<file path="config.mk">
export PLATFORM = sky130hd
export DESIGN_NAME = cursor_sequence_buffer_unit
export DESIGN_NICKNAME = d
export VERILOG_FILES = /design/src/sv/csb_pkg.sv /design/src/sv/cursor_sequence_buffer_unit.sv /design/src/sv/csb_cell.sv /design/src/sv/csb_chain.sv
export SDC_FILE = /design/constraint.sdc
export NUM_CORES = 2
export LEC_CHECK = 0
export CAP_MARGIN = 20
export CORE_UTILIZATION = 50
export CTS_BUF_LIST = sky130_fd_sc_hd__clkbuf_16
export DETAILED_ROUTE_END_ITERATION = 8
export DONT_BUFFER_PORTS = 1
export GPL_ROUTABILITY_DRIVEN = 0
export GPL_TIMING_DRIVEN = 0
export PLACE_DENSITY = 0.72
export SYNTH_ARGS = -nofsm -noshare
export SYNTH_HDL_FRONTEND = slang
export SYNTH_SLANG_ARGS = --single-unit
</file>
<file path="constraint.sdc">
create_clock -name clk -period 14.6 [get_ports clk]
set_input_delay 1.46 -clock clk [delete_from_list [all_inputs] [get_ports clk]]
set_output_delay 1.46 -clock clk [all_outputs]
set_load 0.005 [all_outputs]
</file>
<file path="src/sv/csb_pkg.sv">
// Package for the cursor sequence buffer: operation codes, error codes and
// the command that steers a chain of storage cells. No dependencies.
package csb_pkg;

  localparam int OP_BITS  = 3;
  localparam int ERR_BITS = 2;

  localparam logic [OP_BITS-1:0] OP_START   = 3'd0;
  localparam logic [OP_BITS-1:0] OP_ADVANCE = 3'd1;
  localparam logic [OP_BITS-1:0] OP_INSERT  = 3'd2;
  localparam logic [OP_BITS-1:0] OP_ATTACH  = 3'd3;
  localparam logic [OP_BITS-1:0] OP_REMOVE  = 3'd4;

  localparam logic [ERR_BITS-1:0] ERR_NONE   = 2'd0;
  localparam logic [ERR_BITS-1:0] ERR_FULL   = 2'd1;
  localparam logic [ERR_BITS-1:0] ERR_NO_CUR = 2'd2;

  // What every cell of a chain does under each command. PUSH moves all words one
  // place away from the head and takes a new head word, POP moves them one
  // place towards the head, LOAD replaces the head word alone.
  typedef enum logic [1:0] {
    CH_HOLD,
    CH_PUSH,
    CH_POP,
    CH_LOAD
  } chain_cmd_t;

endpackage

</file>
<file path="src/sv/cursor_sequence_buffer_unit.sv">
// Top level of the cursor sequence buffer: control sequencer and two cell
// chains. Depends on csb_pkg, csb_chain and csb_cell.
//
// The buffer holds up to CAPACITY words as a gap buffer made of two stacks of
// cells: the left chain holds the entries before the cursor with the nearest
// one at its head, and the right chain holds the current entry at its head
// followed by the rest of the list. An operation is transferred at a rising
// edge where start is high and busy is low. Advance, insert with a current
// entry, attach and remove shift the chains by one place in that same cycle,
// and the result strobe out_valid is high for the single following cycle.
// Start, and insert when there is no current entry, must bring the cursor to
// the front: busy then stays high while the left chain empties into the right
// one a word per cycle, and out_valid rises in the same cycle that busy falls.
// The receiver cannot hold results off: each result is on the out_ ports for
// exactly one cycle and must be taken then. A new operation may be transferred
// during that strobe cycle.
// A full buffer rejects insert and attach with an error and leaves the list
// unchanged; a remove with no current entry is rejected likewise.
module cursor_sequence_buffer_unit #(
  parameter int CAPACITY  = 16,
  parameter int WORD_BITS = 32
) (
  input  logic                          clk,
  input  logic                          rst_n,
  input  logic                          start,
  output logic                          busy,
  input  logic [csb_pkg::OP_BITS-1:0]   in_op,
  input  logic [31:0]                   in_word_in,
  output logic                          out_valid,
  output logic                          out_has_current,
  output logic [31:0]                   out_current_word,
  output logic [4:0]                    out_entry_count,
  output logic [csb_pkg::ERR_BITS-1:0]  out_error_code
);
  import csb_pkg::*;

  localparam int CW = $clog2(CAPACITY + 1);

  localparam logic ST_IDLE   = 1'b0;
  localparam logic ST_REWIND = 1'b1;

  logic                 state_r, state_nxt;
  logic [CW-1:0]        lcount_r, lcount_nxt;
  logic [CW-1:0]        rcount_r, rcount_nxt;
  logic [ERR_BITS-1:0]  err_r, err_nxt;
  logic                 out_valid_r, out_valid_nxt;
  logic                 pend_ins_r, pend_ins_nxt;
  logic [WORD_BITS-1:0] word_r;

  chain_cmd_t           l_cmd, r_cmd;
  logic [WORD_BITS-1:0] l_head, r_head;
  logic [WORD_BITS-1:0] r_head_in;
  logic [WORD_BITS-1:0] word;
  logic [WORD_BITS+31:0] word_ext;
  logic [WORD_BITS+31:0] cur_ext;
  logic [CW-1:0]        total;
  logic [CW+4:0]        total_ext;
  logic                 accept;
  logic                 full;
  logic                 has_cur;

  // The incoming word is cut or widened to the stored width.
  assign word_ext = {{WORD_BITS{1'b0}}, in_word_in};
  assign word     = word_ext[WORD_BITS-1:0];

  assign accept  = start && (state_r == ST_IDLE);
  assign total   = lcount_r + rcount_r;
  assign full    = (total == CW'(CAPACITY));
  assign has_cur = (rcount_r != '0);

  always_comb begin
    state_nxt     = state_r;
    lcount_nxt    = lcount_r;
    rcount_nxt    = rcount_r;
    err_nxt       = err_r;
    out_valid_nxt = 1'b0;
    pend_ins_nxt  = pend_ins_r;
    l_cmd         = CH_HOLD;
    r_cmd         = CH_HOLD;
    r_head_in     = word;

    case (state_r)
      ST_IDLE: begin
        if (accept) begin
          err_nxt       = ERR_NONE;
          out_valid_nxt = 1'b1;
          case (in_op)
            OP_START: begin
              state_nxt     = ST_REWIND;
              pend_ins_nxt  = 1'b0;
              out_valid_nxt = 1'b0;
            end
            OP_ADVANCE: begin
              if (has_cur) begin
                // The current word moves over to the left chain.
                l_cmd      = CH_PUSH;
                r_cmd      = CH_POP;
                lcount_nxt = lcount_r + 1'b1;
                rcount_nxt = rcount_r - 1'b1;
              end
            end
            OP_INSERT: begin
              if (full) begin
                err_nxt = ERR_FULL;
              end else if (has_cur) begin
                r_cmd      = CH_PUSH;
                rcount_nxt = rcount_r + 1'b1;
              end else begin
                // The word goes to the front, so the cursor rewinds first.
                state_nxt     = ST_REWIND;
                pend_ins_nxt  = 1'b1;
                out_valid_nxt = 1'b0;
              end
            end
            OP_ATTACH: begin
              if (full) begin
                err_nxt = ERR_FULL;
              end else if (has_cur) begin
                // Old current word steps left; the new word takes its place.
                l_cmd      = CH_PUSH;
                r_cmd      = CH_LOAD;
                lcount_nxt = lcount_r + 1'b1;
              end else begin
                r_cmd      = CH_PUSH;
                rcount_nxt = rcount_r + 1'b1;
              end
            end
            OP_REMOVE: begin
              if (has_cur) begin
                r_cmd      = CH_POP;
                rcount_nxt = rcount_r - 1'b1;
              end else begin
                err_nxt = ERR_NO_CUR;
              end
            end
            default: begin
            end
          endcase
        end
      end
      ST_REWIND: begin
        if (lcount_r != '0) begin
          l_cmd      = CH_POP;
          r_cmd      = CH_PUSH;
          r_head_in  = l_head;
          lcount_nxt = lcount_r - 1'b1;
          rcount_nxt = rcount_r + 1'b1;
        end else begin
          if (pend_ins_r) begin
            r_cmd      = CH_PUSH;
            r_head_in  = word_r;
            rcount_nxt = rcount_r + 1'b1;
          end
          state_nxt     = ST_IDLE;
          out_valid_nxt = 1'b1;
        end
      end
      default: begin
        state_nxt = ST_IDLE;
      end
    endcase
  end

  always_ff @(posedge clk) begin
    if (!rst_n) begin
      state_r     <= ST_IDLE;
      lcount_r    <= '0;
      rcount_r    <= '0;
      err_r       <= ERR_NONE;
      out_valid_r <= 1'b0;
      pend_ins_r  <= 1'b0;
    end else begin
      state_r     <= state_nxt;
      lcount_r    <= lcount_nxt;
      rcount_r    <= rcount_nxt;
      err_r       <= err_nxt;
      out_valid_r <= out_valid_nxt;
      pend_ins_r  <= pend_ins_nxt;
    end
  end

  // The word is kept for an insert that waits behind a rewind.
  always_ff @(posedge clk) begin
    if (accept) begin
      word_r <= word;
    end
  end

  // The left chain always takes its new head from the right chain's head.
  csb_chain #(.DEPTH(CAPACITY), .WORD_BITS(WORD_BITS)) u_left (
    .clk    (clk),
    .cmd    (l_cmd),
    .head_i (r_head),
    .head_o (l_head)
  );

  csb_chain #(.DEPTH(CAPACITY), .WORD_BITS(WORD_BITS)) u_right (
    .clk    (clk),
    .cmd    (r_cmd),
    .head_i (r_head_in),
    .head_o (r_head)
  );

  // Results are read straight from the state, which holds during the strobe.
  assign cur_ext   = {32'd0, r_head};
  assign total_ext = {5'd0, total};

  assign busy             = (state_r != ST_IDLE);
  assign out_valid        = out_valid_r;
  assign out_has_current  = has_cur;
  assign out_current_word = has_cur ? cur_ext[31:0] : 32'd0;
  assign out_entry_count  = total_ext[4:0];
  assign out_error_code   = err_r;

`ifndef ASSERT_OFF
  a_count_in_range: assert property (@(posedge clk) disable iff (!rst_n)
    ({1'b0, lcount_r} + {1'b0, rcount_r}) <= (CW + 1)'(CAPACITY))
    else $error("entry count exceeds capacity");

  a_no_strobe_while_busy: assert property (@(posedge clk) disable iff (!rst_n)
    busy |-> !out_valid)
    else $error("result strobe while rewinding");

  a_rewind_keeps_total: assert property (@(posedge clk) disable iff (!rst_n)
    (state_r == ST_REWIND && lcount_r != '0) |=> $stable(total))
    else $error("rewind step changed the entry count");

  a_quick_op_strobes: assert property (@(posedge clk) disable iff (!rst_n)
    (accept && in_op != OP_START && !(in_op == OP_INSERT && !full && !has_cur))
    |=> out_valid)
    else $error("single-cycle operation gave no result");

  a_rewind_ends_front: assert property (@(posedge clk) disable iff (!rst_n)
    $fell(busy) |-> (lcount_r == '0 && out_valid))
    else $error("rewind finished with cursor away from the front");
`endif

endmodule

</file>
<file path="src/sv/csb_cell.sv">
// One storage cell of a cursor sequence buffer chain.
// Depends on csb_pkg for the chain command type.
module csb_cell #(
  parameter int WORD_BITS = 32
) (
  input  logic                  clk,
  input  csb_pkg::chain_cmd_t   cmd,
  input  logic [WORD_BITS-1:0]  shallow_i,
  input  logic [WORD_BITS-1:0]  deep_i,
  output logic [WORD_BITS-1:0]  q_o
);
  import csb_pkg::*;

  logic [WORD_BITS-1:0] data_r;
  logic [WORD_BITS-1:0] data_nxt;

  // LOAD only reaches the head cell, where it takes the shallow side input.
  always_comb begin
    case (cmd)
      CH_HOLD: data_nxt = data_r;
      CH_PUSH: data_nxt = shallow_i;
      CH_POP:  data_nxt = deep_i;
      CH_LOAD: data_nxt = shallow_i;
      default: data_nxt = data_r;
    endcase
  end

  always_ff @(posedge clk) begin
    data_r <= data_nxt;
  end

  assign q_o = data_r;

endmodule

</file>
<file path="src/sv/csb_chain.sv">
// A stack built as a row of csb_cell instances, head at cell zero.
// Depends on csb_pkg and csb_cell.
module csb_chain #(
  parameter int DEPTH     = 16,
  parameter int WORD_BITS = 32
) (
  input  logic                  clk,
  input  csb_pkg::chain_cmd_t   cmd,
  input  logic [WORD_BITS-1:0]  head_i,
  output logic [WORD_BITS-1:0]  head_o
);
  import csb_pkg::*;

  logic [WORD_BITS-1:0] q [DEPTH];
  chain_cmd_t           body_cmd;

  // Cells behind the head ignore a LOAD.
  assign body_cmd = (cmd == CH_LOAD) ? CH_HOLD : cmd;

  for (genvar i = 0; i < DEPTH; i++) begin : g_cell
    logic [WORD_BITS-1:0] shallow;
    logic [WORD_BITS-1:0] deep;
    chain_cmd_t           cell_cmd;

    if (i == 0) begin : g_head
      assign shallow  = head_i;
      assign cell_cmd = cmd;
    end else begin : g_body
      assign shallow  = q[i-1];
      assign cell_cmd = body_cmd;
    end

    if (i == DEPTH - 1) begin : g_tail
      assign deep = '0;
    end else begin : g_mid
      assign deep = q[i+1];
    end

    csb_cell #(.WORD_BITS(WORD_BITS)) u_cell (
      .clk       (clk),
      .cmd       (cell_cmd),
      .shallow_i (shallow),
      .deep_i    (deep),
      .q_o       (q[i])
    );
  end

  assign head_o = q[0];

endmodule

</file>
==> After elaboration in Yosys (flattened, before gate mapping) <==
Cells that the tools add are included.
{ "totals": {"in_bits": 38, "word_cells": 179, "regBits": 1071, "output_inout_bits": 42} }
{ "op_classes": {"reduce_logical": 19, "add_sub_neg": 5, "eq_ne": 29, "muxes": 86, "n_bitwise": 1} }
{ "op_table": {"columns": ["operator", "count"], "rows": [
  ["32-bit one-hot mux with 2 select lines", 32],
  ["32-bit two-way mux", 4],
  ["5-bit two-way mux", 12],
  ["5-bit one-hot mux with 2 select lines", 3],
  ["2-bit equality test, second input constant", 8],
  ["1-bit two-way mux", 16],
  ["2-bit two-way mux", 8],
  ["3-bit inequality test, second input constant", 5],
  ["5-bit one-hot mux with 3 select lines", 1],
  ["1-bit one-hot mux with 2 select lines", 6],
  ["2-bit one-hot mux with 2 select lines", 3],
  ["2-bit OR reduction", 6],
  ["5-bit by 1-bit adder with 5-bit output, second input constant", 2],
  ["5-bit nonzero test", 2],
  ["5-bit by 1-bit subtractor with 5-bit output, second input constant", 2],
  ["2-bit by 1-bit equality test with 1-bit output, second input constant", 4],
  ["2-bit zero test", 4],
  ["8-bit AND reduction", 1],
  ["3-bit by 2-bit equality test with 1-bit output, second input constant", 2],
  ["2-bit inequality test, second input constant", 3],
  ["3-bit by 1-bit inequality test with 1-bit output, second input constant", 2],
  ["2-bit one-hot mux with 3 select lines", 1],
  ["5-bit adder", 1],
  ["5-bit equality test, second input constant", 1],
  ["11 further kinds", 11]
]} }

==> Longest topological paths before layout <==
{ "depth": {"ltp_word": 11, "depth_mapped": 13, "ltp_nobuf": 10} }

==> Hierarchy <==
From an unflattened synthesis, not the netlist that was laid out.
{ "unflattened": {"cells_unflattened": 2540, "hier_area_um2": 51240.4} }
{ "modules_own_cells": {"columns": ["module", "instances", "area_each_um2", "cells_per_inst"], "rows": [
  ["csb_cell", 32, 1507.7, 69],
  ["cursor_sequence_buffer_unit", 1, 2956.6, 326],
  ["csb_chain", 2, 18.8, 3]
]} }

==> Worst setup path after synthesis <==
No wires, ideal clock.
{ "synth_timing": {"path_type": "input-to-reg", "from": "input port in_op[1] (netlist bit)", "to": "register u_left.g_cell[10].u_cell.data_r[0] (enable)", "t_arrival_ns": 12.310, "path_stages": 5, "setup_slack_ns": 1.440, "required_ns": 13.751, "n_path_buf": 2, "path_cell_list": "clkbuf_1 > inv_1 > o31ai_1 > clkbuf_1 > ha_1"} }
{ "synth_via": {"elab_chain_cells": 7, "word_cells_on_any_way": 8, "classes_between": "3 x eq/ne; 4 x mux; 1 x reduce/logical"} }
{ "synth_rtl": {"columns": ["item", "line_no", "rtl"], "rows": [
  ["start, declared", "cursor_sequence_buffer_unit.sv:27", "input logic [csb_pkg::OP_BITS-1:0] in_op,"],
  ["3-bit by 2-bit equality test with 1-bit output or 3-bit by 1-bit equality test with 1-bit output (tied branches)", "cursor_sequence_buffer_unit.sv:87", "case (in_op)"],
  ["1-bit one-hot mux with 2 select lines *", "cursor_sequence_buffer_unit.sv:87", null],
  ["1-bit two-way mux *", "cursor_sequence_buffer_unit.sv:84", "if (accept) begin"],
  ["2-bit one-hot mux with 2 select lines *", "cursor_sequence_buffer_unit.sv:82", "case (state_r)"],
  ["2-bit equality test", "csb_chain.sv:18", "assign body_cmd = (cmd == CH_LOAD) ? CH_HOLD : cmd;"],
  ["2-bit two-way mux *", "csb_chain.sv:18", null],
  ["2-bit zero test *", "csb_cell.sv:19", "case (cmd)"],
  ["end signal, assigned", "csb_cell.sv:29", "data_r <= data_nxt;"],
  ["end, declared", "csb_cell.sv:14", "logic [WORD_BITS-1:0] data_r;"]
]} }
Mark *: on every way between the ends. The rest lies on a longest branch, timed or not.
A chain may end at the register's enable or synchronous reset.

==> Final worst setup path <==
{ "layout_timing": {"from": "register lcount_r[0]", "to": "register u_left.g_cell[12].u_cell.data_r[8] (enable)"} }
{ "layout_via": {"elab_chain_cells": 9, "word_cells_on_any_way": 11, "classes_between": "1 x add/sub; 2 x eq/ne; 6 x mux; 2 x reduce/logical"} }
{ "layout_rtl": {"columns": ["item", "line_no", "rtl"], "rows": [
  ["start, declared", "cursor_sequence_buffer_unit.sv:43", "logic [CW-1:0] lcount_r, lcount_nxt;"],
  ["start signal, assigned", "cursor_sequence_buffer_unit.sv:174", "lcount_r <= lcount_nxt;"],
  ["5-bit adder *", "cursor_sequence_buffer_unit.sv:67", "assign total = lcount_r + rcount_r;"],
  ["via out_entry_count[2]", "cursor_sequence_buffer_unit.sv:32", "output logic [4:0] out_entry_count,"],
  ["5-bit equality test *", "cursor_sequence_buffer_unit.sv:68", "assign full = (total == CW'(CAPACITY));"],
  ["1-bit two-way mux *", null, null],
  ["1-bit one-hot mux with 2 select lines *", "cursor_sequence_buffer_unit.sv:87", null],
  ["1-bit two-way mux *", "cursor_sequence_buffer_unit.sv:84", null],
  ["2-bit one-hot mux with 2 select lines *", "cursor_sequence_buffer_unit.sv:82", null],
  ["2-bit equality test", "csb_chain.sv:18", null],
  ["2-bit two-way mux *", "csb_chain.sv:18", null],
  ["2-bit zero test *", "csb_cell.sv:19", null],
  ["end signal, assigned", "csb_cell.sv:29", null],
  ["end, declared", "csb_cell.sv:14", null]
]} }
The timed path passes the listed nets; every way through them passes the cells marked *.

==> metrics <==
status=finished clean; hold_sp=out_error_code[0]; Hold/Removal Path Class=register to register; Finished Cell Area=50,510 um^2; Post-DP HPWL=58.20 mm; Async SR Flop Fraction=0%; vias in the first global route=21,960; Detailed Route WL=82.56 mm; post-synthesis compound-gate area fraction=1.372%; DR pass1 iterations=5; IO Count=80; initial antenna violation count=7; dpl cells=3,679; Synthesis Warnings=0; drt via density=5.528; total grt overflow=0; critical-path maximum fanout=76; hold_buf cts=0; port bufs=0; largest family of logic cells by synthesized area=multiplexers; detailed router's first-iteration violation count=1,719; top-area cell type share of the netlist area=69.94%; maxcap violations=0; Cells after Synth=2,490; placed cell areas=47,190 um^2; Netlist cell types=43; FF-to-FF Start=lcount_r[0]; Worst Tran Pin Value=1031 ps; CP Launch Type=register; Die Height=303.1 um; CTS Buf Count=104; routed len/inst=21.33 um; H-tree levels=3; Peak VDD IR=0.09339 mV; post-cts resize count=0; synthesized net count=2,544; Clk pin slew, worst setup/hold paths=60 ps; DR DRC count=0; Simple-Gate Fraction of Synth Area=2.199%; Die W=303.1 um; Post-synth EDFFs=1,056; Layout Nets=2,663; Site Rows=110; largest net degree at the start of global routing=150; Clock Path Buffers=3; critical path class=register to register; register area share after synthesis=70.60%; min cycle time layout=5823 ps; final-layout fill cell count=6,770; Critical Path RT=14,920 ps; P_leak=0.01615 uW; cell taking the most area after synthesis=edfxtp_1; area of the mapped netlist=45,340 um^2; core region area=89,870 um^2; Slew HR=30.69%; Layout area overhead=11.39%; synthesized flop and latch total=1,071; Synth Area in Adders=0.4747%; arrival time worst endpoint=6140 ps; sequential cell area=32,010 um^2; pwr dens=136.3 nW/um^2; Post-DRT Antenna Nets=0; final core occ=56.20%; die area=91,890 um^2; fraction of layout cells with a size suffix above 1=42.02%; RSZ-0062 raised after global routing=no; CP startpoint=lcount_r[0]; total track usage=17.96%; commonest non-fill, non-tap cell in the layout=edfxtp_1; highest clock rate=171.7 MHz; Main synth FF type=edfxtp_1; count of final setup violators=0; clock sinks=1,071; initial core utilization=50.45%; most frequent cells in the layout=edfxtp_1, mux2_2, clkbuf_1; CTS tree=built; mux cell area share after synthesis=23.91%; Non-Filler Instances=3,870; later-pin clock latency in the skew report=660 ps; global-route wire length before repair=127.4 mm; final clock period utilization by the worst path=39.88%; post-synthesis area per instance=18.21 um^2; Final Skew=37.17 ps; Crit. End Element=register; Final Hold Viols=0; Post-CTS Setup Bufs=0; vias=21,390; clk root buf=clkbuf_16; Post-Synth XOR/XNOR Area=0.1545%; multi-input logic area=12,760 um^2; Slew Limit Fails=0; Synth area leaders=edfxtp_1, mux2_2, and2_1
-- routing by layer --
| metal | vias to the layer above | track usage, % | part of all wire [%] |
|---|---|---|---|
| met3 | 156 | 4.176 | 5.0 |
| met1 | 10870 | 22.64 | 42 |
| li1 | 10000 | - | - |
| met5 | - | 0 | 0.088 |
| met2 | 358 | 30.50 | 50 |
| met4 | 10 | 6.150 | 2.9 |
-- final timing paths --
kind | to | slack [ps] | cells after the start
worst max-delay path | u_left.g_cell[12].u_cell.q_o[8] | 8780 | 12
worst min-delay path | out_error_code[0] | 480 | 2
worst max register to register | u_left.g_cell[12].u_cell.q_o[8] | 8780 | 12
worst min register to register | out_error_code[0] | 480 | 2
-- registers in the layout (all words and copies together), names as in the netlist --
register	cells
busy	1
lcount_r	5
out_error_code	2
out_valid	1
pend_ins_r	1
rcount_r	5
u_left.g_cell.u_cell.q_o	512
u_right.g_cell.u_cell.q_o	512
word_r	32
-- synth_stat cells (2+ instances only) --
master    number
a21o_1         2
clkbuf_1     112
fa_1           2
or3_1          5
mux2_2       960
xnor2_1        3
xor2_1         5
nand2_1       10
dfxtp_1       15
nand4_1        4
and2_1        97
ha_1          14
a21oi_1       45
o22ai_1       34
and3_1         4
nand3_1        5
o31ai_1        5
inv_1         18
nor2_1        44
o21ai_0        4
nor4_1         2
buf_2          5
nor3_1         2
nor3b_1        2
edfxtp_1    1056
mux2i_1        3
buf_1         16
-- cells by family after synthesis --
kind of cell    Yosys count
xor+xnor                  8
simple gates            180
compound gates          100
fa+ha+maj                16
mux                     963
flops                  1071
buf+inv                 152
-- per-stage QoR --
stage | worst slack (ps) | TNS (ps) | hold slack, ps | power, uW
global placement | -2496 | -2125600 | 474.6 | 4412
floorplan | 1440 | 0 | 452.7 | 4251
CTS | 8640 | 0 | 485.3 | 6950
detailed placement | 8408 | 0 | 476.8 | 4345
finish | 8777 | 0 | 483.5 | 6885
global route | 8398 | 0 | 503.2 | 7113
-- area by class of cell --
type | count | area share, %
multi-input combinational | 1267 | 25.26
inverter | 18 | 0.1486
antenna | 5 | 0.02477
sequential | 1071 | 63.38
clock buffer | 108 | 5.351
clock inverter | 78 | 1.192
tap | 1176 | 2.913
buffer | 134 | 1.023
timing repair buffer | 13 | 0.7085
-- where the power goes --
part	switching, uW	internal [uW]
clock network	1110	1500
logic	296	252
registers	90.0	3640
-- critical path, stage by stage (launching register included) --
cell	delay (ps)
dfxtp_1	370
ha_1	260
fa_1	420
xor2_1	200
or3_1	420
o31ai_1	890
clkbuf_1	490
ha_4	590
buf_16	330
buf_16	350
buf_16	360
buf_16	330
buf_16	330
(Power assumes the default switching activity.)
